==> config.mk <==
export PLATFORM = sky130hd
export DESIGN_NAME = scaled_glyph_row_rasterizer_unit
export DESIGN_NICKNAME = d
export VERILOG_FILES = /design/src/rtl/sgr_pkg.sv /design/src/rtl/sgr_regs.sv /design/src/rtl/sgr_ctrl.sv /design/src/rtl/sgr_datapath.sv /design/src/rtl/scaled_glyph_row_rasterizer_unit.sv
export SDC_FILE = /design/constraint.sdc
export NUM_CORES = 1
export LEC_CHECK = 0
export BUFFER_PORTS_ARGS = -buffer_cell sky130_fd_sc_hd__buf_2
export CAP_MARGIN = 0
export CORE_MARGIN = 10
export CORE_UTILIZATION = 60
export DETAILED_ROUTE_END_ITERATION = 12
export PLACE_DENSITY_LB_ADDON = 0.1
export SLEW_MARGIN = 40
export SYNTH_ARGS = -nofsm -noshare
export SYNTH_HDL_FRONTEND = slang
export SYNTH_HIERARCHICAL = 1
export SYNTH_SLANG_ARGS = --single-unit
==> constraint.sdc <==
create_clock -name clk -period 8.04 [get_ports clk]
set_input_delay 1.608 -clock clk [delete_from_list [all_inputs] [get_ports clk]]
set_output_delay 1.608 -clock clk [all_outputs]
set_load 0.01 [all_outputs]
==> src/rtl/sgr_pkg.sv <==
package sgr_pkg;

    localparam int GLYPH_ROWS = 16;
    localparam int GLYPH_COLS = 8;

    // At most 64 runs per row: the scale is capped so that scale * columns stays in bound.
    localparam int MAX_RUNS   = 64;
    localparam int SCALE_LIM  = 8;
    localparam int SCALE_CAP  = (MAX_RUNS / GLYPH_COLS < SCALE_LIM) ?
                                (MAX_RUNS / GLYPH_COLS) : SCALE_LIM;

    localparam int CIDX_W     = (GLYPH_COLS > 1) ? $clog2(GLYPH_COLS) : 1;
    localparam int ADDR_W     = 20;
    localparam int PITCH_W    = 10;
    localparam int LINE_W     = 10;
    localparam int PADDR_W    = 3;

    localparam logic [PITCH_W-1:0] PITCH_RESET = 10'd480;

    typedef enum logic [1:0] {
        ST_IDLE,
        ST_MUL,
        ST_RUN
    } state_t;

    typedef struct packed {
        logic load;
        logic mul;
        logic emit;
    } cmd_t;

    typedef struct packed {
        logic drop;
        logic can_emit;
        logic emit_last;
    } status_t;

endpackage

==> src/rtl/sgr_regs.sv <==
module sgr_regs
    import sgr_pkg::*;
(
    input  logic               clk,
    input  logic               rst_n,
    input  logic               psel,
    input  logic               penable,
    input  logic               pwrite,
    input  logic [PADDR_W-1:0] paddr,
    input  logic [31:0]        pwdata,
    output logic [31:0]        prdata,
    output logic               pready,
    output logic [PITCH_W-1:0] line_pitch
);

    logic [PITCH_W-1:0] pitch_reg;
    logic [PITCH_W-1:0] pitch_next;
    logic               hit;

    // The only register sits at byte address zero; every address with the top bit clear selects it.
    assign hit    = (paddr[PADDR_W-1] == 1'b0);
    assign pready = 1'b1;

    always_comb
    begin
        pitch_next = pitch_reg;
        if (psel && penable && pwrite && hit)
        begin
            pitch_next = pwdata[PITCH_W-1:0];
        end
    end

    always_ff @(posedge clk or negedge rst_n)
    begin
        if (!rst_n)
        begin
            pitch_reg <= PITCH_RESET;
        end
        else
        begin
            pitch_reg <= pitch_next;
        end
    end

    assign prdata     = hit ? {{(32-PITCH_W){1'b0}}, pitch_reg} : 32'd0;
    assign line_pitch = pitch_reg;

endmodule

==> src/rtl/sgr_ctrl.sv <==
module sgr_ctrl
    import sgr_pkg::*;
(
    input  logic    clk,
    input  logic    rst_n,
    input  logic    in_valid,
    output logic    in_ready,
    input  status_t status,
    output cmd_t    cmd
);

    state_t state_reg;
    state_t state_next;

    always_ff @(posedge clk or negedge rst_n)
    begin
        if (!rst_n)
        begin
            state_reg <= ST_IDLE;
        end
        else
        begin
            state_reg <= state_next;
        end
    end

    always_comb
    begin
        state_next = state_reg;
        cmd        = '0;
        in_ready   = 1'b0;
        case (state_reg)
            ST_IDLE:
            begin
                in_ready = 1'b1;
                if (in_valid)
                begin
                    cmd.load = 1'b1;
                    // A row that yields no runs is absorbed right here.
                    if (!status.drop)
                    begin
                        state_next = ST_MUL;
                    end
                end
            end
            ST_MUL:
            begin
                cmd.mul    = 1'b1;
                state_next = ST_RUN;
            end
            ST_RUN:
            begin
                if (status.can_emit)
                begin
                    cmd.emit = 1'b1;
                    if (status.emit_last)
                    begin
                        state_next = ST_IDLE;
                    end
                end
            end
            default:
            begin
                state_next = ST_IDLE;
            end
        endcase
    end

endmodule

==> src/rtl/sgr_datapath.sv <==
module sgr_datapath
    import sgr_pkg::*;
(
    input  logic               clk,
    input  logic               rst_n,
    input  cmd_t               cmd,
    output status_t            status,
    input  logic [PITCH_W-1:0] line_pitch,
    input  logic [15:0]        row_bits,
    input  logic [3:0]         row_index,
    input  logic [8:0]         glyph_x,
    input  logic [8:0]         glyph_y,
    input  logic [15:0]        ink_color,
    input  logic [3:0]         scale,
    output logic               out_valid,
    input  logic               out_ready,
    output logic [ADDR_W-1:0]  run_address,
    output logic [3:0]         run_length,
    output logic [15:0]        run_color,
    output logic               last_run
);

    function automatic logic [CIDX_W-1:0] first_col(input logic [GLYPH_COLS-1:0] v);
        logic [CIDX_W-1:0] k;
        k = '0;
        for (int i = GLYPH_COLS - 1; i >= 0; i--)
        begin
            if (v[i])
            begin
                k = CIDX_W'(i);
            end
        end
        return k;
    endfunction

    logic [GLYPH_COLS-1:0] in_mask;
    logic [3:0]            scale_sat;

    logic [GLYPH_COLS-1:0] mask_reg;
    logic [GLYPH_COLS-1:0] remain_reg;
    logic [GLYPH_COLS-1:0] remain_next;
    logic [3:0]            scale_reg;
    logic [3:0]            len_reg;
    logic [15:0]           color_reg;
    logic [8:0]            gx_reg;
    logic [LINE_W-1:0]     line_reg;
    logic [ADDR_W-1:0]     base_reg;
    logic [3:0]            sline_reg;

    logic                  out_valid_reg;
    logic [ADDR_W-1:0]     out_addr_reg;
    logic [3:0]            out_len_reg;
    logic [15:0]           out_color_reg;
    logic                  out_last_reg;

    logic [CIDX_W-1:0]     col;
    logic [CIDX_W+3:0]     col_off;
    logic [ADDR_W-1:0]     addr_now;
    logic                  row_end;
    logic                  last_line;

    // Column zero of the glyph is the top bit of the row word.
    always_comb
    begin
        for (int k = 0; k < GLYPH_COLS; k++)
        begin
            in_mask[k] = row_bits[15 - k];
        end
    end

    assign scale_sat = (32'(scale) > SCALE_CAP) ? 4'(SCALE_CAP) : scale;

    assign col         = first_col(remain_reg);
    assign col_off     = (CIDX_W+4)'(col) * (CIDX_W+4)'(len_reg);
    assign addr_now    = base_reg + ADDR_W'(gx_reg) + ADDR_W'(col_off);
    assign remain_next = remain_reg & ~(GLYPH_COLS'(1) << col);
    assign row_end     = (remain_next == '0);
    assign last_line   = (sline_reg == scale_reg - 4'd1);

    assign status.drop      = (scale_sat == 4'd0) || (32'(row_index) >= GLYPH_ROWS) ||
                              (in_mask == '0);
    assign status.can_emit  = !out_valid_reg || out_ready;
    assign status.emit_last = row_end && last_line;

    always_ff @(posedge clk)
    begin
        if (cmd.load)
        begin
            mask_reg   <= in_mask;
            remain_reg <= in_mask;
            scale_reg  <= scale_sat;
            len_reg    <= scale_sat + 4'd1;
            color_reg  <= ink_color;
            gx_reg     <= glyph_x;
            line_reg   <= LINE_W'(glyph_y) + LINE_W'(row_index) * LINE_W'(scale_sat);
            sline_reg  <= 4'd0;
        end
        if (cmd.mul)
        begin
            base_reg <= ADDR_W'(line_reg) * ADDR_W'(line_pitch);
        end
        if (cmd.emit)
        begin
            out_addr_reg  <= addr_now;
            out_len_reg   <= len_reg;
            out_color_reg <= color_reg;
            out_last_reg  <= row_end && last_line;
            if (row_end)
            begin
                // Next screen line: restart the columns one pitch further on.
                remain_reg <= mask_reg;
                sline_reg  <= sline_reg + 4'd1;
                base_reg   <= base_reg + ADDR_W'(line_pitch);
            end
            else
            begin
                remain_reg <= remain_next;
            end
        end
    end

    always_ff @(posedge clk or negedge rst_n)
    begin
        if (!rst_n)
        begin
            out_valid_reg <= 1'b0;
        end
        else if (cmd.emit)
        begin
            out_valid_reg <= 1'b1;
        end
        else if (out_ready)
        begin
            out_valid_reg <= 1'b0;
        end
    end

    assign out_valid   = out_valid_reg;
    assign run_address = out_addr_reg;
    assign run_length  = out_len_reg;
    assign run_color   = out_color_reg;
    assign last_run    = out_last_reg;

endmodule

==> src/rtl/scaled_glyph_row_rasterizer_unit.sv <==
// Scaled glyph row rasterizer.
// The input channel (in_valid/in_ready) takes one glyph row beat: the row word, its
// row index, the glyph origin, the ink color and the scale. The output channel
// (out_valid/out_ready) delivers framebuffer fill runs, one beat per run, scale lines
// of one run per set column each, with last_run marking the final run of the row.
// No set columns or a zero scale gives no beats at all; the scale is clamped to SCALE_CAP.
// The edge that accepts the row beat loads the row, the next one does the
// line-times-pitch multiply, and the run emitter then moves the first run into
// the output register once that register can take it.
// After that, it emits one run per cycle while the receiver keeps out_ready high.
// A new row is accepted only once the previous row's last run has been moved into
// the output register, which may still hold that beat.
// When the receiver stalls, the output register holds its beat unchanged and the
// run emitter waits; nothing is dropped.
// The APB port holds line_pitch at address 0; write it only while the block is idle.
// Reset (rst_n low, asynchronous) clears the handshake state, empties the output
// register and sets line_pitch to 480.
module scaled_glyph_row_rasterizer_unit
    import sgr_pkg::*;
(
    input  logic               clk,
    input  logic               rst_n,
    input  logic               psel,
    input  logic               penable,
    input  logic               pwrite,
    input  logic [PADDR_W-1:0] paddr,
    input  logic [31:0]        pwdata,
    output logic [31:0]        prdata,
    output logic               pready,
    input  logic               in_valid,
    output logic               in_ready,
    input  logic [15:0]        row_bits,
    input  logic [3:0]         row_index,
    input  logic [8:0]         glyph_x,
    input  logic [8:0]         glyph_y,
    input  logic [15:0]        ink_color,
    input  logic [3:0]         scale,
    output logic               out_valid,
    input  logic               out_ready,
    output logic [ADDR_W-1:0]  run_address,
    output logic [3:0]         run_length,
    output logic [15:0]        run_color,
    output logic               last_run
);

    logic [PITCH_W-1:0] line_pitch;
    cmd_t               cmd;
    status_t            status;

    // Configuration register file.
    sgr_regs u_regs
    (
        .clk        (clk),
        .rst_n      (rst_n),
        .psel       (psel),
        .penable    (penable),
        .pwrite     (pwrite),
        .paddr      (paddr),
        .pwdata     (pwdata),
        .prdata     (prdata),
        .pready     (pready),
        .line_pitch (line_pitch)
    );

    // Sequencer: idle, multiply, then one run per cycle while the output register can take it, until the last one.
    sgr_ctrl u_ctrl
    (
        .clk      (clk),
        .rst_n    (rst_n),
        .in_valid (in_valid),
        .in_ready (in_ready),
        .status   (status),
        .cmd      (cmd)
    );

    // Address generation, column scan and the output register.
    sgr_datapath u_datapath
    (
        .clk         (clk),
        .rst_n       (rst_n),
        .cmd         (cmd),
        .status      (status),
        .line_pitch  (line_pitch),
        .row_bits    (row_bits),
        .row_index   (row_index),
        .glyph_x     (glyph_x),
        .glyph_y     (glyph_y),
        .ink_color   (ink_color),
        .scale       (scale),
        .out_valid   (out_valid),
        .out_ready   (out_ready),
        .run_address (run_address),
        .run_length  (run_length),
        .run_color   (run_color),
        .last_run    (last_run)
    );

endmodule

==> run_results.csv <==
group,metric,value,unit
clocking,cts_setup_buffers,0,
synth,synth_top_area_share,27.8,%
placed_design,hpwlAfterDp,16900,um
timing,hold_viol,0,
synth,yosysWarningCount,6,
synth,ys_types,67,
worst_hold_path,hp-class,"flop to flop",
synth,avgSynthCellArea,10.8,sq um
critical_path,cp.arrival,5.93,ns
clocking,cts-root-buf,"clkbuf_16",
route,wl_per_cell,16.3,um
clocking,cts_hold_buffers,0,
route,drc,0,
clocking,clock_sinks,137,
final_layout,regArea,0.00381,sq mm
final_layout,diodes,0,
clocking,clk_pin_slew_worst_paths,0.07,ns
floorplan,die_h,154,um
timing,setup_viol,0,
floorplan,coreArea,0.0178,sq mm
critical_path,criticalPathCategory,"flop to flop",
route,drt_iter0_drc,465,
floorplan,die_area,0.0238,sq mm
final_layout,areaGrowthSynthToFinish,11.9,%
final_layout,layout.nets,1402,
final_layout,multi_input_area,0.00631,sq mm
global_routing,grt_pass1_wl,36200,um
clocking,cts_max_level,4,
critical_path,worstSetupEndpointType,"flop",
global_routing,grt_pass1_vias,7454,
placed_design,io_buffers,120,
route,wirelength,22200,um
timing,tns,0,ns
critical_path,crit_top_cell,"fa_1",
critical_path,cp.required,8.38,ns
timing,final.setup_skew,0.00844,ns
clocking,cts_resized,0,
clocking,cts_max_path_buffers,2,
synth,synth.largest_area_cell,"edfxtp_1",
clocking,clock_latency,0.43,ns
global_routing,grt_max_degree,61,
route,dr.pass1.iters,5,
critical_path,max_stage_delay,0.74,ns
timing,timing.slew.headroom,50.6,%
flow_run,drv_cap,0,
floorplan,start_util,60.6,%
synth,async_flop_share,9.49,%
synth,synth.area.top_cells,"edfxtp_1 (28%), fa_1 (16%), ha_1 (12%), and2_1 (4.9%), dfxtp_1 (4.4%)",
floorplan,num_rows,49,
placed_design,gp_congestion,0.848,
timing,slew_violations,0,
global_routing,gr-total-overflow,0,
clocking,cts_tree,"built",
timing,finalCriticalPeriod,5.59,ns
clocking,cts_buffers,17,
floorplan,die_w,154,um
synth,synth_area,0.0108,sq mm
status,status,"finished, final reports clean",
floorplan,ioPinCount,176,
critical_path,critPathSlowestCell,"dfrtp_1",
critical_path,crit_path_max_fanout,13,
timing,tightestPinTransition,0.741,ns
synth,ys_seq_area_share,35.3,%
synth,synthFlopType,"edfxtp_1",
route,ant_nets,0,
final_layout,finalNonFillerCells,1357,
critical_path,start_kind,"flop",
final_layout,drive_above_1_share,16.4,%
synth,ys_ff_latch,137,
route,viasPerCell,5.38,
timing,period_share,69.5,%
placed_design,placed_cells,1325,
critical_path,cp_cell_sequence,"nand2_1 -> fa_1 -> fa_1 -> inv_1 -> fa_1 -> fa_1 -> inv_1 -> fa_1 -> inv_1 -> ha_1 -> a21o_1 -> a221o_1 -> a21oi_1 -> o311ai_0 -> xnor2_1 -> a221oi_2",
route,vias,7301,
synth,synth_edf_count,100,
global_routing,antenna_found_initial,0,
synth,synth_cells,1002,
timing,rsz0062_at_grt,"no",
timing,fmax,179,MHz
final_layout,fill_cells,1388,
global_routing,track_usage,18.5,%
-- through the flow --
stage	instance area, sq um	hold slack [ns]	setup WS [ns]	util [%]
floorplan	10900	0.400	2.94	-
global placement	11500	0.401	2.50	64.5
detailed placement	11500	0.405	2.48	64.5
CTS	12100	0.411	2.45	67.8
global route	12100	0.417	2.08	67.8
finish	12100	0.410	2.45	67.8
-- cell families after synthesis --
logic type                 Yosys count  synth area share, %
DFF                                137                 35.3
AOI/OAI and AO/OA                  143                 9.19
and+or+nand+nor                    283                 14.2
other                                2               0.0694
xor gates and xnor gates            52                 4.21
adders and majority gates          188                 27.6
muxes                               19                 2.22
buffers and inverters              178                 7.21
-- layout by cell type, fill, tap and decap left out, types with 5 or more instances in the layout --
master / netlist / routed
nand2_1: 75 / 75
conb_1: 2 / 23
clkbuf_16: 0 / 17
a31oi_1: 7 / 7
and2_1: 85 / 84
buf_2: 2 / 120
a21oi_1: 35 / 35
o21ai_0: 22 / 22
dfrtp_1: 9 / 9
xor2_1: 12 / 12
nand2b_1: 9 / 9
fa_1: 85 / 85
edfxtp_1: 100 / 100
xnor2_1: 40 / 40
and3_1: 12 / 12
ha_1: 102 / 102
nor2_1: 31 / 31
a21o_1: 15 / 15
nor2b_1: 24 / 24
dfxtp_1: 24 / 24
mux2_4: 10 / 10
o21bai_1: 7 / 7
nand3_1: 15 / 15
inv_1: 127 / 127
a311oi_1: 5 / 5
a211oi_1: 14 / 14
nor3_1: 11 / 11
mux2i_1: 9 / 9
-- synth_stat cells, drive strengths merged, types with 21 or more instances --
cell    instances
o21ai          22
buf            30
inv           127
clkbuf         21
fa             85
nor2           32
ha            102
edfxtp        100
and2           85
nor2b          24
nand2          75
xnor2          40
dfxtp          24
a21oi          35
-- final timing paths --
check                                    startpoint                       end  slack [ns]  cells after the start
hold / removal             u_datapath/color_reg[12]  u_datapath/run_color[12]        0.41                      0
max in group asynchronous                     rst_n      u_regs/line_pitch[6]        6.72                      1
hold reg to reg            u_datapath/color_reg[12]  u_datapath/run_color[12]        0.41                      0
setup / recovery               u_regs/line_pitch[9]   u_datapath/base_reg[19]        2.45                     16
min in group asynchronous                     rst_n      u_regs/line_pitch[9]        1.05                      1
setup reg to reg               u_regs/line_pitch[9]   u_datapath/base_reg[19]        2.45                     16
-- routing by layer --
layer,track usage (%),part of all wire (%),up-vias
met2,29.4,46,197
met5,0,0,-
met3,4.58,6.2,20
met4,4.95,1.0,0
li1,-,-,3579
met1,24.7,46,3505
-- worst max-delay path: cells and delay by family (launching register included) --
kind            cells  cell delay, ns
simple gates        1            0.17
compound gates      5            1.25
flops               1            0.74
fa+ha+maj           6            3.00
buf+inv             3            0.15
xor+xnor            1            0.18
-- final cells by class --
| cell class | instances | area share, % |
|---|---|---|
| Inverter | 127 | 3.94 |
| Tap cell | 229 | 2.37 |
| Multi-Input combinational cell | 708 | 52.1 |
| Clock inverter | 15 | 1.30 |
| Clock buffer | 17 | 3.52 |
| Timing Repair Buffer | 124 | 5.21 |
| Sequential cell | 137 | 31.5 |
Power is not shown: default switching activity piles up to over one toggle a cycle in this logic, so the estimate is an artifact.
